## config.mk

```make
export PLATFORM = sky130hd
export DESIGN_NAME = spdb_front
export DESIGN_NICKNAME = d
export VERILOG_FILES = /design/src/spdb_pkg.sv /design/src/spdb_front.sv
export SDC_FILE = /design/constraint.sdc
export NUM_CORES = 1
export LEC_CHECK = 0
export ABC_AREA = 0
export BUFFER_PORTS_ARGS = -buffer_cell sky130_fd_sc_hd__buf_2
export CAP_MARGIN = 25
export CORE_ASPECT_RATIO = 2
export CORE_MARGIN = 1.5
export CORE_UTILIZATION = 50
export DETAILED_ROUTE_END_ITERATION = 16
export PLACE_DENSITY_LB_ADDON = 0.12
export SETUP_SLACK_MARGIN = 0.5
export SLEW_MARGIN = 20
export SYNTH_ARGS = -nofsm -noshare
export SYNTH_HDL_FRONTEND = slang
export SYNTH_SLANG_ARGS = --single-unit
```

## constraint.sdc

```tcl
create_clock -name clk -period 6.6 [get_ports clk]
set_clock_uncertainty 0.1 [all_clocks]
set_input_delay 0 -clock clk [delete_from_list [all_inputs] [get_ports clk]]
set_output_delay 0 -clock clk [all_outputs]
set_load 0.02 [all_outputs]
```

## src/spdb_pkg.sv

```systemverilog
// shared types and constants for the sequenced playout delay buffer
package spdb_pkg;

  localparam int FIFO_DEPTH_DEF = 1024;
  localparam int MAX_FRAMES_DEF = 8;

  localparam int TIME_W  = 32;
  localparam int SEQ_W   = 16;
  localparam int COUNT_W = 9;
  localparam int INDEX_W = 8;
  localparam int BITS_W  = 6;
  localparam int FRAME_W = 32;
  localparam int CFG_W   = 24;
  localparam int CFG_IDX_W = 1;
  localparam int DL_W    = 34;

  localparam logic OP_ADD  = 1'b0;
  localparam logic OP_TICK = 1'b1;

  localparam logic [CFG_IDX_W-1:0] CFG_PERIOD = 1'd0;
  localparam logic [CFG_IDX_W-1:0] CFG_DELAY  = 1'd1;

  localparam logic [CFG_W-1:0] PERIOD_RESET = 24'd16667;
  localparam logic [CFG_W-1:0] DELAY_RESET  = 24'd250000;

  localparam int CMDQ_DEPTH = 2;
  localparam int CMDQ_PTR_W = 1;

  typedef struct packed {
    logic              op;
    logic [TIME_W-1:0] now;
    logic [SEQ_W-1:0]  seq;
    logic [BITS_W-1:0] bits;
  } cmd_t;

endpackage

```

## src/spdb_front.sv

```systemverilog
// front end: accepts items, computes the element sequence and queues commands
module spdb_front (
  input  logic                           clk,
  input  logic                           rst,
  input  logic                           start,
  output logic                           busy,
  input  logic                           operation,
  input  logic [spdb_pkg::TIME_W-1:0]    time_now,
  input  logic [spdb_pkg::SEQ_W-1:0]     packet_sequence,
  input  logic [spdb_pkg::COUNT_W-1:0]   input_count,
  input  logic [spdb_pkg::INDEX_W-1:0]   element_index,
  input  logic [spdb_pkg::BITS_W-1:0]    input_bits,
  output logic                           cmd_valid,
  output spdb_pkg::cmd_t                 cmd,
  input  logic                           cmd_pop
);

  localparam int PW = spdb_pkg::CMDQ_PTR_W;
  localparam logic [PW-1:0] LAST_SLOT = PW'(spdb_pkg::CMDQ_DEPTH - 1);

  spdb_pkg::cmd_t           queue [spdb_pkg::CMDQ_DEPTH];
  logic [PW-1:0]            wr_ptr;
  logic [PW-1:0]            rd_ptr;
  logic [PW:0]              count;
  logic                     push;
  spdb_pkg::cmd_t           incoming;

  assign busy      = (count == (PW+1)'(spdb_pkg::CMDQ_DEPTH));
  assign push      = start && !busy;
  assign cmd_valid = (count != '0);
  assign cmd       = queue[rd_ptr];

  always_comb begin
    incoming.op   = operation;
    incoming.now  = time_now;
    incoming.seq  = packet_sequence - spdb_pkg::SEQ_W'(input_count)
                    + spdb_pkg::SEQ_W'(element_index);
    incoming.bits = input_bits;
  end

  always_ff @(posedge clk) begin
    if (push) begin
      queue[wr_ptr] <= incoming;
    end
  end

  always_ff @(posedge clk) begin
    if (rst) begin
      wr_ptr <= '0;
      rd_ptr <= '0;
      count  <= '0;
    end else begin
      if (push) begin
        wr_ptr <= (wr_ptr == LAST_SLOT) ? '0 : wr_ptr + 1'b1;
      end
      if (cmd_pop && cmd_valid) begin
        rd_ptr <= (rd_ptr == LAST_SLOT) ? '0 : rd_ptr + 1'b1;
      end
      if (push && !(cmd_pop && cmd_valid)) begin
        count <= count + 1'b1;
      end else if (!push && cmd_pop && cmd_valid) begin
        count <= count - 1'b1;
      end
    end
  end

endmodule

```

# ---- After elaboration in Yosys (flattened, before gate mapping)
# Memories as Yosys holds them, arrays and structs flattened. A register that Yosys moved wholly into a read port is not among the register bits.
# Cells that the tools add are included.
dict set report totals {
  register_bits 4
  ram_bits 110
  out_inout_bits 57
  word_cells 29
  memories 1
}
# memory words width rd rd_clocked_by_memory_dff write_ports line
set memory_table {}
lappend memory_table {queue 2 55 1 1 1 spdb_front.sv:21} ;# spdb_pkg::cmd_t queue [spdb_pkg::CMDQ_DEPTH];
dict set report op_classes {
  n_addsub 6
  eq_ne 1
  n_mux 8
  reduce_logical 10
}
# op count
set op_table {}
lappend op_table {{$add 16x8->16} 1}
lappend op_table {{$sub 16x9->16} 1}
lappend op_table {{$mux 1} 6}
lappend op_table {{$logic_and 1x1->1} 5}
lappend op_table {{$mux 2} 2}
lappend op_table {{$reduce_bool 2->1} 2}
lappend op_table {{$logic_not 1->1} 3}
lappend op_table {{$add 1x1->1 const B} 2}
lappend op_table {{$add 2x1->2 const B} 1}
lappend op_table {{$eq 2x2->1 const B} 1}
lappend op_table {{$sub 2x1->2 const B} 1}

# ---- Depth between registers and ports, before layout
# Gate-level depths: netlist of run 1.
dict set report depth {
  ltp_word 8
  mapped_depth 11
  ltp_nobuf 11
}

# ---- Worst setup path before layout of run 1
# OpenSTA, ideal clock, no wires.
dict set report synth_timing {
  path_kind {register -> register}
  startpoint {reg count[0]}
  endpoint {mem queue[0][0] (netlist bit), enable pin}
  arrival_ps 2915
  required_time_ps 6032
  setup_slack_ps 3118
  path_stages_with_launch 4
  synth_period_minus_slack_ps 3482
  cell_sequence {dfxtp_1 -> nand2b_1 -> nand2_1 -> nor2_1}
}
dict set report synth_via {
  elab_chain_cells 5
}
# item line
set synth_lines {}
lappend synth_lines {{start: declaration} spdb_front.sv:24} ;# logic [PW:0] count;
lappend synth_lines {{start signal: assignment} spdb_front.sv:60} ;# count <= count + 1'b1;
lappend synth_lines {{start signal: assignment} spdb_front.sv:62} ;# count <= count - 1'b1;
lappend synth_lines {{$eq 2x2->1} spdb_front.sv:28} ;# assign busy = (count == (PW+1)'(spdb_pkg::CMDQ_DEPTH));
lappend synth_lines {{$logic_not 1->1} spdb_front.sv:29} ;# assign push = start && !busy;
lappend synth_lines {{$logic_and 1x1->1} spdb_front.sv:29}
lappend synth_lines {{$mux 1} spdb_front.sv:42} ;# if (push) begin
lappend synth_lines {{$mux 1 (not written as such)} spdb_front.sv:43} ;# queue[wr_ptr] <= incoming;
lappend synth_lines {{end: declaration} spdb_front.sv:21}
# Every way passes these cells.

==> metrics.txt, run 1 <==
Placed Area 6090 um^2; Util after Layout 68.2%; largest net degree at the start of global routing 33; Min-Delay Path Depth 4; Detailed Route WL 10.2 mm; cts bufs inserted 17; Largest stage delay, worst path 0.53 ns; required time of the worst setup path 6.62 ns; CP Class primary input to register; first-pass GRT wire length 16.0 mm; die width 75.7 um; via count 3,450; Ant. Diodes 0; Fin. Hold Viols 0; commonest non-fill, non-tap cell in the layout buf_2; initial drt markers 164; Tcrit/Tclk final 36.6%; Switch Pwr 0.552 mW; RSZ-0062 raised after global routing no; CP Cell Sequence dlygate4sd3_1 -> buf_2 -> ha_1 -> inv_1 -> fa_1 -> nor2b_1 -> o2111ai_1 -> nand3_1 -> a2111oi_0 -> nor4_1; commonest register cell after synthesis edfxtp_1; Critical-path top delay cell dlygate4sd3_1; area leader, netlist edfxtp_1; Reg clk slew, reported paths 0.05 ns; Syn Std Cell Area 5290 um^2; met2 Track Usage GR 36.6%; logic gate share of total power 19.8%; EDFF count, synth 110; path depth of the worst reg2reg path 4; Unique masters post-synth 46; I/O Pins 133; Initial Utilization 50.8%; total power draw 2.13 mW; chip height 148 um; DRT Pass-1 Iters 4; total track usage 19.7%; most frequent cells in the layout buf_2 (132), edfxtp_1 (110), mux2_2 (55); initial antenna violation count 0; Switching Fraction 25.9%; hold crit path type primary input to register; Synth warnings 0; Final min period 2.41 ns; pwr/cell area 300 nW/um^2; final setup vio count 0; post-route cell area 7100 um^2; Post-DP HPWL 7.00 mm; DRT antenna net count 0; PortBufs 132; CP endpoint kind register; H-tree levels 4; TritonCTS clock tree built; fmax 414 MHz; startpoint types primary input; relative slew slack 44.3%; vias in the first global route 3,645; Max clock buf depth 2; power share of the sequential group 42.7%; DR WL/cell 14.6 um; clock tree root driver cell clkbuf_16; Worst EP arrival 2.43 ns; post-CTS setup buffers 0; worst IR drop on VDD 0.201 mV; nets 648; Slew Limit Fails 0; core area 10,400 um^2; internal power 1.58 mW; GR met1 Demand/Resource 17.3%; Top Usage Layer GRT met2; reg2reg end queue[0][53]$_DFFE_PP_; Lkg Pwr 2.94 nW; cell family with most CP delay compound AO/OA/AOI/OAI gates; Non-Filler Instances 697; Critical path buffers and inverters 3; status completed; actual slew at the worst max-slew pin 0.833 ns; setup TNS 0 ns; DRC Markers 0; worst hold start input_count[0]; worst skew pair latency 0.40 ns; Avg Cell Area, Syn 14.9 um^2; total die area 11,200 um^2; Rows 53; top cell type's share of synthesized area 62.5%; Vias per Instance 4.95; fraction of layout cells with a size suffix above 1 40.4%; GPL Wtd Cong 0.875; Max Cap Viol 0; Mapped Cells 354; Synth async-reset ratio 0%; flops & latches, synth 115; sink of the worst hold path queue[0][6]$_DFFE_PP_; Crit Reg-Reg Startpoint count[0]$_SDFFE_PP0P_; placed cell count 617; register area share after synthesis 64.4%; Layout area overhead 34.3%; reg2reg setup slack 4.29 ns; clock network fraction of total power 37.5%; cts repair resizes 0; Post-Syn Nets 455; largest cells by area after synthesis edfxtp_1 (63%), mux2_2 (12%), ha_1 (4.0%); GRT Residual Overflow 0; met3 usage 5.62%; worst-path maximum fanout 5; clk sinks 115
==> worst max path at each step <==
| stage | start | to | slack, ns | cells past startpoint |
|---|---|---|---|---|
| after global placement | packet_sequence[2] | queue[0][20]$_DFFE_PP_ | 3.97 | 10 |
| after global routing | packet_sequence[0] | queue[1][20]$_DFFE_PP_ | 4.00 | 10 |
| after CTS | packet_sequence[0] | queue[1][20]$_DFFE_PP_ | 4.21 | 10 |
| after floorplan | count[0]$_SDFFE_PP0P_ | queue[0][0]$_DFFE_PP_ | 3.12 | 3 |
| final | packet_sequence[0] | queue[1][20]$_DFFE_PP_ | 4.19 | 10 |
| after detailed placement | packet_sequence[2] | queue[0][20]$_DFFE_PP_ | 3.92 | 10 |
==> tightest hold or removal path, cell delays in order <==
cell,delay [ns]
buf_2,0.08
ha_1,0.22
inv_1,0.05
ha_1,0.12
==> synth_stat cells, drive strengths merged (2+ instances only) <==
cell	number
fa	8
nor2	14
and3	4
dfxtp	5
ha	17
nand2b	3
xor2	5
buf	8
a21oi	12
and2	3
nor3	2
nand3	6
o21ai	9
mux2	56
edfxtp	110
o211ai	2
a31oi	3
inv	41
nand2	12
xnor2	10
a21o	4
a211oi	2
==> flip-flops by register name (all words and copies together), names as in the netlist, named ones only <==
signal	count
wr_ptr	1
queue	110
rd_ptr	1
count	2
==> metrics by stage <==
stage	hold slack, ns	worst slack [ns]
2_1_floorplan	-0.0276	3.12
3_3_place_gp	0.0886	3.97
3_5_place_dp	0.0913	3.92
4_1_cts	0.0590	4.21
5_1_grt	0.0887	4.00
6_report	0.0727	4.19
==> cell type report <==
| type | count | area (um^2) |
|---|---|---|
| multi-input combinational | 189 | 1680 |
| fill | 774 | 3310 |
| inverter | 41 | 154 |
| clock buffer | 19 | 433 |
| timing repair buffer | 183 | 1160 |
| sequential | 115 | 3400 |
| clock inverter | 13 | 93.8 |
| tap | 137 | 171 |
==> timing repair <==
action,4_1_cts,5_1_grt
hold buffers,48,0
endpoints found under the hold margin,87,0
setup endpoints to repair,0,0
==> kinds of logic (layout without fill, tap and decap cells) <==
logic type | Yosys count | in the layout | share of synthesized area [%]
flops | 115 | 115 | 64.4
mux | 57 | 57 | 12.2
buf+inv | 50 | 256 | 4.02
simple gates | 52 | 52 | 5.07
fa+ha+maj | 25 | 25 | 7.05
compound gates | 40 | 40 | 4.78
xor+xnor | 15 | 15 | 2.49
==> per-layer routing <==
layer | vias up | share of wire (%)
met5 | - | 0
met4 | 0 | 4.0
met3 | 24 | 4.2
met2 | 108 | 58
met1 | 1635 | 34
li1 | 1683 | -
==> power by group through the flow <==
stage	sequential, mW	combinational [mW]	clock, mW
after floorplan	0.916	0.283	0
after global placement	0.921	0.392	0
after detailed placement	0.924	0.399	0
after CTS	0.911	0.424	0.812
after global routing	0.917	0.463	0.841
final	0.910	0.422	0.798
Note: power is estimated with default switching activity, not from simulation.
==> inputs of run 2 (changes only) <==
- clock period: 6.6 -> 2.35 ns (I/O delays scaled with it)
==> run 2 against run 1 <==
Net effect:
- sequential power increased to 2.8 times the previous value
- count of clock-buffer cells in the layout decreased by 2
- worst setup slack got worse by 3.7 ns
- worst hold slack improved by 0.044 ns
- final cell count increased by 1.9%
- critical path type unchanged
==> metrics.txt, run 2 (synthesized netlist as in run 1, its figures left out) <==
Slew Limit Fails 0 (unchanged); nets 661 (+2.0%); CP endpoint kind register; required time of the worst setup path 2.40 ns (-4.22 ns); total power draw 6.57 mW (+210%); Layout area overhead 43.9%; Tcrit/Tclk final 79.7%; die width 75.7 um (unchanged); Post-DP HPWL 7.55 mm (+7.8%); DRC Markers 0 (unchanged); I/O Pins 133 (unchanged); Top Registers queue: 110 flops, count: 2 flops; clk sinks 115 (unchanged); fmax 534 MHz; Top Usage Layer GRT met2; first-pass GRT wire length 16.5 mm (+3.0%); worst-path maximum fanout 5 (unchanged); DR WL/cell 15.4 um (+5.4%); Reg area 3410 um^2 (+0.15%); Fin. Hold Viols 0 (unchanged); relative slew slack 69.4% (+25 points); Max clock buf depth 2 (unchanged); total track usage 20.3% (+0.66 points); most frequent cells in the layout buf_2 (127), edfxtp_1 (110), mux2_2 (55); Detailed Route WL 11.0 mm (+7.4%); Ant. Diodes 0 (unchanged); via count 3,558 (+3.1%); initial drt markers 129 (-21%); met2 Track Usage GR 40.7% (+4.1 points); total die area 11,200 um^2 (unchanged); core area 10,400 um^2 (unchanged); fraction of layout cells with a size suffix above 1 50.1% (+9.7 points); Vias per Instance 5.01 (+1.2%); status completed; most flop-heavy register queue; DRT Pass-1 Iters 6 (+2); vias in the first global route 3,707 (+1.7%); pwr/cell area 864 nW/um^2 (+190%); GPL Wtd Cong 0.805 (-8.0%); clock tree root driver cell clkbuf_16; largest net degree at the start of global routing 36 (+9.1%); PortBufs 132 (unchanged); hold crit path type primary input to register; met3 usage 5.49% (-0.14 points); pre-CTS WS -0.0294 ns (-3.95 ns); Max Cap Viol 0 (unchanged); Initial Utilization 50.8% (unchanged); cts bufs inserted 17 (unchanged); Worst EP arrival 1.92 ns (-0.51 ns); initial antenna violation count 0 (unchanged); actual slew at the worst max-slew pin 0.459 ns (-0.374 ns); Reg clk slew, reported paths 0.05 ns (about the same); commonest non-fill, non-tap cell in the layout buf_2; TritonCTS clock tree built; max reg flops 110 (unchanged); worst IR drop on VDD 0.565 mV (+180%); Final min period 1.87 ns; multi-input logic area 1950 um^2 (+16%); H-tree levels 4 (unchanged); chip height 148 um (unchanged); Rows 53 (unchanged); CP Class primary input to register; final setup vio count 0 (unchanged); Util after Layout 73.0% (+4.9 points); GRT Residual Overflow 0 (unchanged); Lkg Pwr 3.09 nW (+4.9%); fill cell count 715 (-7.6%); startpoint types primary input; RSZ-0062 raised after global routing yes; DRT antenna net count 0 (unchanged); worst skew pair latency 0.40 ns (about the same); PnR worst setup slack 0.478 ns (-3.71 ns); GR met1 Demand/Resource 16.2% (-1.1 points)
## run 2: metrics by stage
step	std cells	area, um^2	hold slack [ns]	setup TNS (ns)
2_1_floorplan	354	5470	-0.0350	0
3_3_place_gp	622	6320	0.0868	0
3_5_place_dp	622	6320	0.0918	-0.0588
4_1_cts	701	7430	0.0995	0
5_1_grt	710	7600	0.138	0
6_report	710	7600	0.117	0
## run 2: final timing paths
check        cells past startpoint             startpoint  slack [ns]                      to
min reg2reg                      2    rd_ptr$_SDFFE_PP0P_        0.44     rd_ptr$_SDFFE_PP0P_
max reg2reg                      5  count[1]$_SDFFE_PP0P_        0.59                register
min                              3    packet_sequence[12]        0.12  queue[1][19]$_DFFE_PP_
max                             10     packet_sequence[4]        0.48  queue[0][15]$_DFFE_PP_
## run 2: power by group
group / switching [mW] / internal [mW]
sequential: 0.0521 / 2.50
clock: 0.846 / 1.76
combinational: 0.770 / 0.643
total: 1.67 / 4.90
## run 2: what timing repair did
item	CTS	global route
resized for setup	5	17
hold endpoints to repair	87	0
hold buffers	47	0
pin swaps	1	5
buffers inserted	0	9
endpoints found under the setup margin	43	18
## run 2: critical path, cell delays in order
cell	delay (ns)
buf_2	0.08
inv_1	0.04
fa_1	0.53
inv_1	0.06
ha_4	0.26
nor2_1	0.28
o21ai_1	0.14
a31o_1	0.25
a21oi_2	0.18
xnor2_2	0.08
## run 2: layer usage
layer | up-vias | part of all wire, %
met4 | 0 | 3.3
met1 | 1700 | 32
li1 | 1706 | -
met3 | 28 | 4.5
met2 | 124 | 60
met5 | - | 0
## run 2: layout make-up
type                       instances  area share (%)
sequential                       115            44.8
inverter                          41            2.02
timing repair buffer             196            17.1
clock buffer                      17            5.59
multi-input combinational        189            25.7
clock inverter                    15            2.48
tap                              137            2.25
==> inputs of run 3 (changes only) <==
- ABC_AREA: 0 -> 1
- CORE_UTILIZATION: 50 -> 48
- clock period: 2.35 -> 1.6 ns (I/O delays scaled with it)
==> run 3 against run 2 <==
Net effect:
- the flow now finishes with violations (negative hold slack, negative setup slack)
- combinational power is 140% higher
- critical path depth up 3
- total power rose by 67%
- synthesized cell count up 21%
- largest cell class unchanged
- count of clock-buffer cells in the layout is the same
- die area up 6.4%
- critical endpoint is now queue[1][15]$_DFFE_PP_
- largest power group unchanged
- critical path type unchanged
==> metrics.txt, run 3 <==
status finished, violations left; failing checks negative hold slack, negative setup slack; Post-Syn Nets 528 (+16%); DRT antenna net count 0 (unchanged); TritonCTS clock tree built; pwr/cell area 1150 nW/um^2 (+33%); DR WL/cell 23.6 um (+53%); Commonest cells post-synth edfxtp_1 (110), inv_1 (81), nand2_1 (81); most numerous cell on the critical path nand2_2; largest net degree at the start of global routing 17 (-53%); count leader, synth edfxtp_1; die width 78.1 um (+3.1%); Synth async-reset ratio 0% (unchanged); max reg flops 110 (unchanged); hold_buf cts 43 (-8.5%); H-tree levels 4 (unchanged); Fin. Hold Viols 2 (+2); via count 4,628 (+30%); startpoint types primary input; vias in the first global route 4,696 (+27%); hold crit path type primary input to register; GPL Wtd Cong 0.829 (+2.9%); Lkg Pwr 4.24 nW (+37%); Mapped Cells 427 (+21%); DRC Markers 0 (unchanged); largest cells by area after synthesis edfxtp_1 (61%), mux2_2 (11%), inv_1 (5.6%); Max clock buf depth 2 (unchanged); fmax 591 MHz; fill cell count 466 (-35%); fraction of layout cells with a size suffix above 1 59.1% (+9.0 points); setup TNS -2.08 ns (-2.08 ns); Util after Layout 87.1% (+14 points); first-pass GRT wire length 25.6 mm (+55%); required time of the worst setup path 1.66 ns (-0.74 ns); worst IR drop on VDD 0.943 mV (+67%); CP Cell Sequence buf_6 -> inv_4 -> fa_1 -> inv_1 -> ha_1 -> nand2_1 -> nand2_2 -> nand3b_1 -> nand2_2 -> nand2_2 -> nand2_1 -> nand2_1 -> nand2_2; initial antenna violation count 0 (unchanged); I/O Pins 133 (unchanged); Critical-path top delay cell fa_1; CP endpoint kind register; nets 792 (+20%); Tcrit/Tclk final 106%; Worst EP arrival 1.75 ns (-0.17 ns); Post-DP HPWL 8.07 mm (+6.9%); Syn Std Cell Area 5410 um^2 (+2.3%); area leader, netlist edfxtp_1; total track usage 29.7% (+9.4 points); actual slew at the worst max-slew pin 0.322 ns (-0.138 ns); worst-path maximum fanout 3 (-2); most flop-heavy register queue; Largest stage delay, worst path 0.58 ns (+0.05 ns); cell family with most CP delay adder cells; commonest register cell after synthesis edfxtp_1; pre-CTS WS -0.436 ns (-0.406 ns); CP Class primary input to register; clk sinks 115 (unchanged); Ant. Diodes 0 (unchanged); chip height 153 um (+3.2%); Layout area overhead 76.3%; Unique masters post-synth 22 (-52%); flops & latches, synth 115 (unchanged); Avg Cell Area, Syn 12.7 um^2 (-15%); Synth warnings 0 (unchanged); Initial Utilization 49.4% (-1.3 points); total power draw 11.0 mW (+67%); most frequent cells in the layout edfxtp_1 (110), buf_6 (88), buf_2 (68); PnR worst setup slack -0.0913 ns (-0.569 ns); Vias per Instance 5.48 (+9.4%); EDFF count, synth 110 (unchanged); final setup vio count 55 (+55); Reg clk slew, reported paths 0.06 ns (about the same); Hold Slack -0.168 ns (-0.285 ns); post-route cell area 9540 um^2 (+25%); GRT Residual Overflow 0 (unchanged); commonest non-fill, non-tap cell in the layout edfxtp_1; Critical path buffers and inverters 3 (unchanged); Rows 54 (+1.9%); initial drt markers 369 (+190%); register area share after synthesis 62.9% (-1.5 points); relative slew slack 78.5% (+9.1 points); DRT Pass-1 Iters 5 (-1); Placed Area 6650 um^2 (+5.1%); top cell type's share of synthesized area 61.1% (-1.4 points); cts bufs inserted 17 (unchanged); core area 10,900 um^2 (+5.1%); Detailed Route WL 19.9 mm (+81%); Slew Limit Fails 0 (unchanged); RSZ-0062 raised after global routing yes; PortBufs 132 (unchanged); worst skew pair latency 0.41 ns (about the same); total die area 12,000 um^2 (+6.4%); clock tree root driver cell clkbuf_16; Top Registers queue: 110 flops, count: 2 flops; Max Cap Viol 0 (unchanged); Final min period 1.69 ns
## run 3: changes by cell type after synthesis, sizes merged, moves of 4 or more
cell and delta:
nand2 +71, inv +42, o21ai -8, xnor2 -7
nand3 +6, a21o -4, and3 -4, nor3 +4
## run 3: logic make-up (layout without fill, tap and decap cells)
logic type / count (synthesis) / after routing / share of synthesized area, %
flip-flops: 115 / 115 / 62.9
adder cells (fa/ha/maj): 25 / 25 / 6.89
XOR/XNOR: 9 / 9 / 1.46
AO/OA/AOI/OAI: 15 / 15 / 1.53
multiplexers: 55 / 55 / 11.5
buffers and inverters: 89 / 366 / 6.55
AND/OR/NAND/NOR: 119 / 119 / 9.21
## run 3: power by group
part	leakage [nW]	total [mW]	switching [mW]	internal, mW
registers	1.08	3.75	0.107	3.64
logic	2.88	3.38	1.68	1.70
clock network	0.282	3.87	1.45	2.43
## run 3: worst paths after layout
| kind | from | endpoint | slack [ns] | depth (start not counted) |
|---|---|---|---|---|
| hold / removal | packet_sequence[0] | queue[0][6]$_DFFE_PP_ | -0.17 | 2 |
| setup reg to reg | count[1]$_SDFFE_PP0P_ | queue[0][10]$_DFFE_PP_ | 0.03 | 7 |
| setup / recovery | packet_sequence[1] | queue[1][15]$_DFFE_PP_ | -0.09 | 13 |
| hold reg to reg | rd_ptr$_SDFFE_PP0P_ | register | 0.40 | 2 |
## run 3: layout make-up
cell class,instances,area (um^2),area share [%]
Clock buffer,17,425,4.46
Tap cell,140,175,1.84
Inverter,83,329,3.45
Multi-Input combinational cell,223,2390,25.1
Timing Repair Buffer,251,2640,27.7
Sequential cell,115,3410,35.8
Clock inverter,15,166,1.74
## run 3: metrics by stage
stage	hold slack [ns]	std cells
2_1_floorplan	-0.0309	427
3_3_place_gp	0.0884	715
3_5_place_dp	0.0912	715
4_1_cts	-0.161	834
5_1_grt	-0.176	844
6_report	-0.168	844
## run 3: layer usage
layer	GRT usage (%)	wire, um
met1	26.6	6060
met5	0	0
met3	5.43	1100
met4	12.8	1260
met2	60.9	11500
## run 3: repair_timing
| action | CTS | global route |
|---|---|---|
| buffers inserted | 29 | 7 |
| hold endpoints to repair | 87 | 2 |
| resized for setup | 233 | 77 |
| pin swaps | 54 | 33 |
| cloned | 15 | 3 |
| setup endpoints to repair | 202 | 202 |
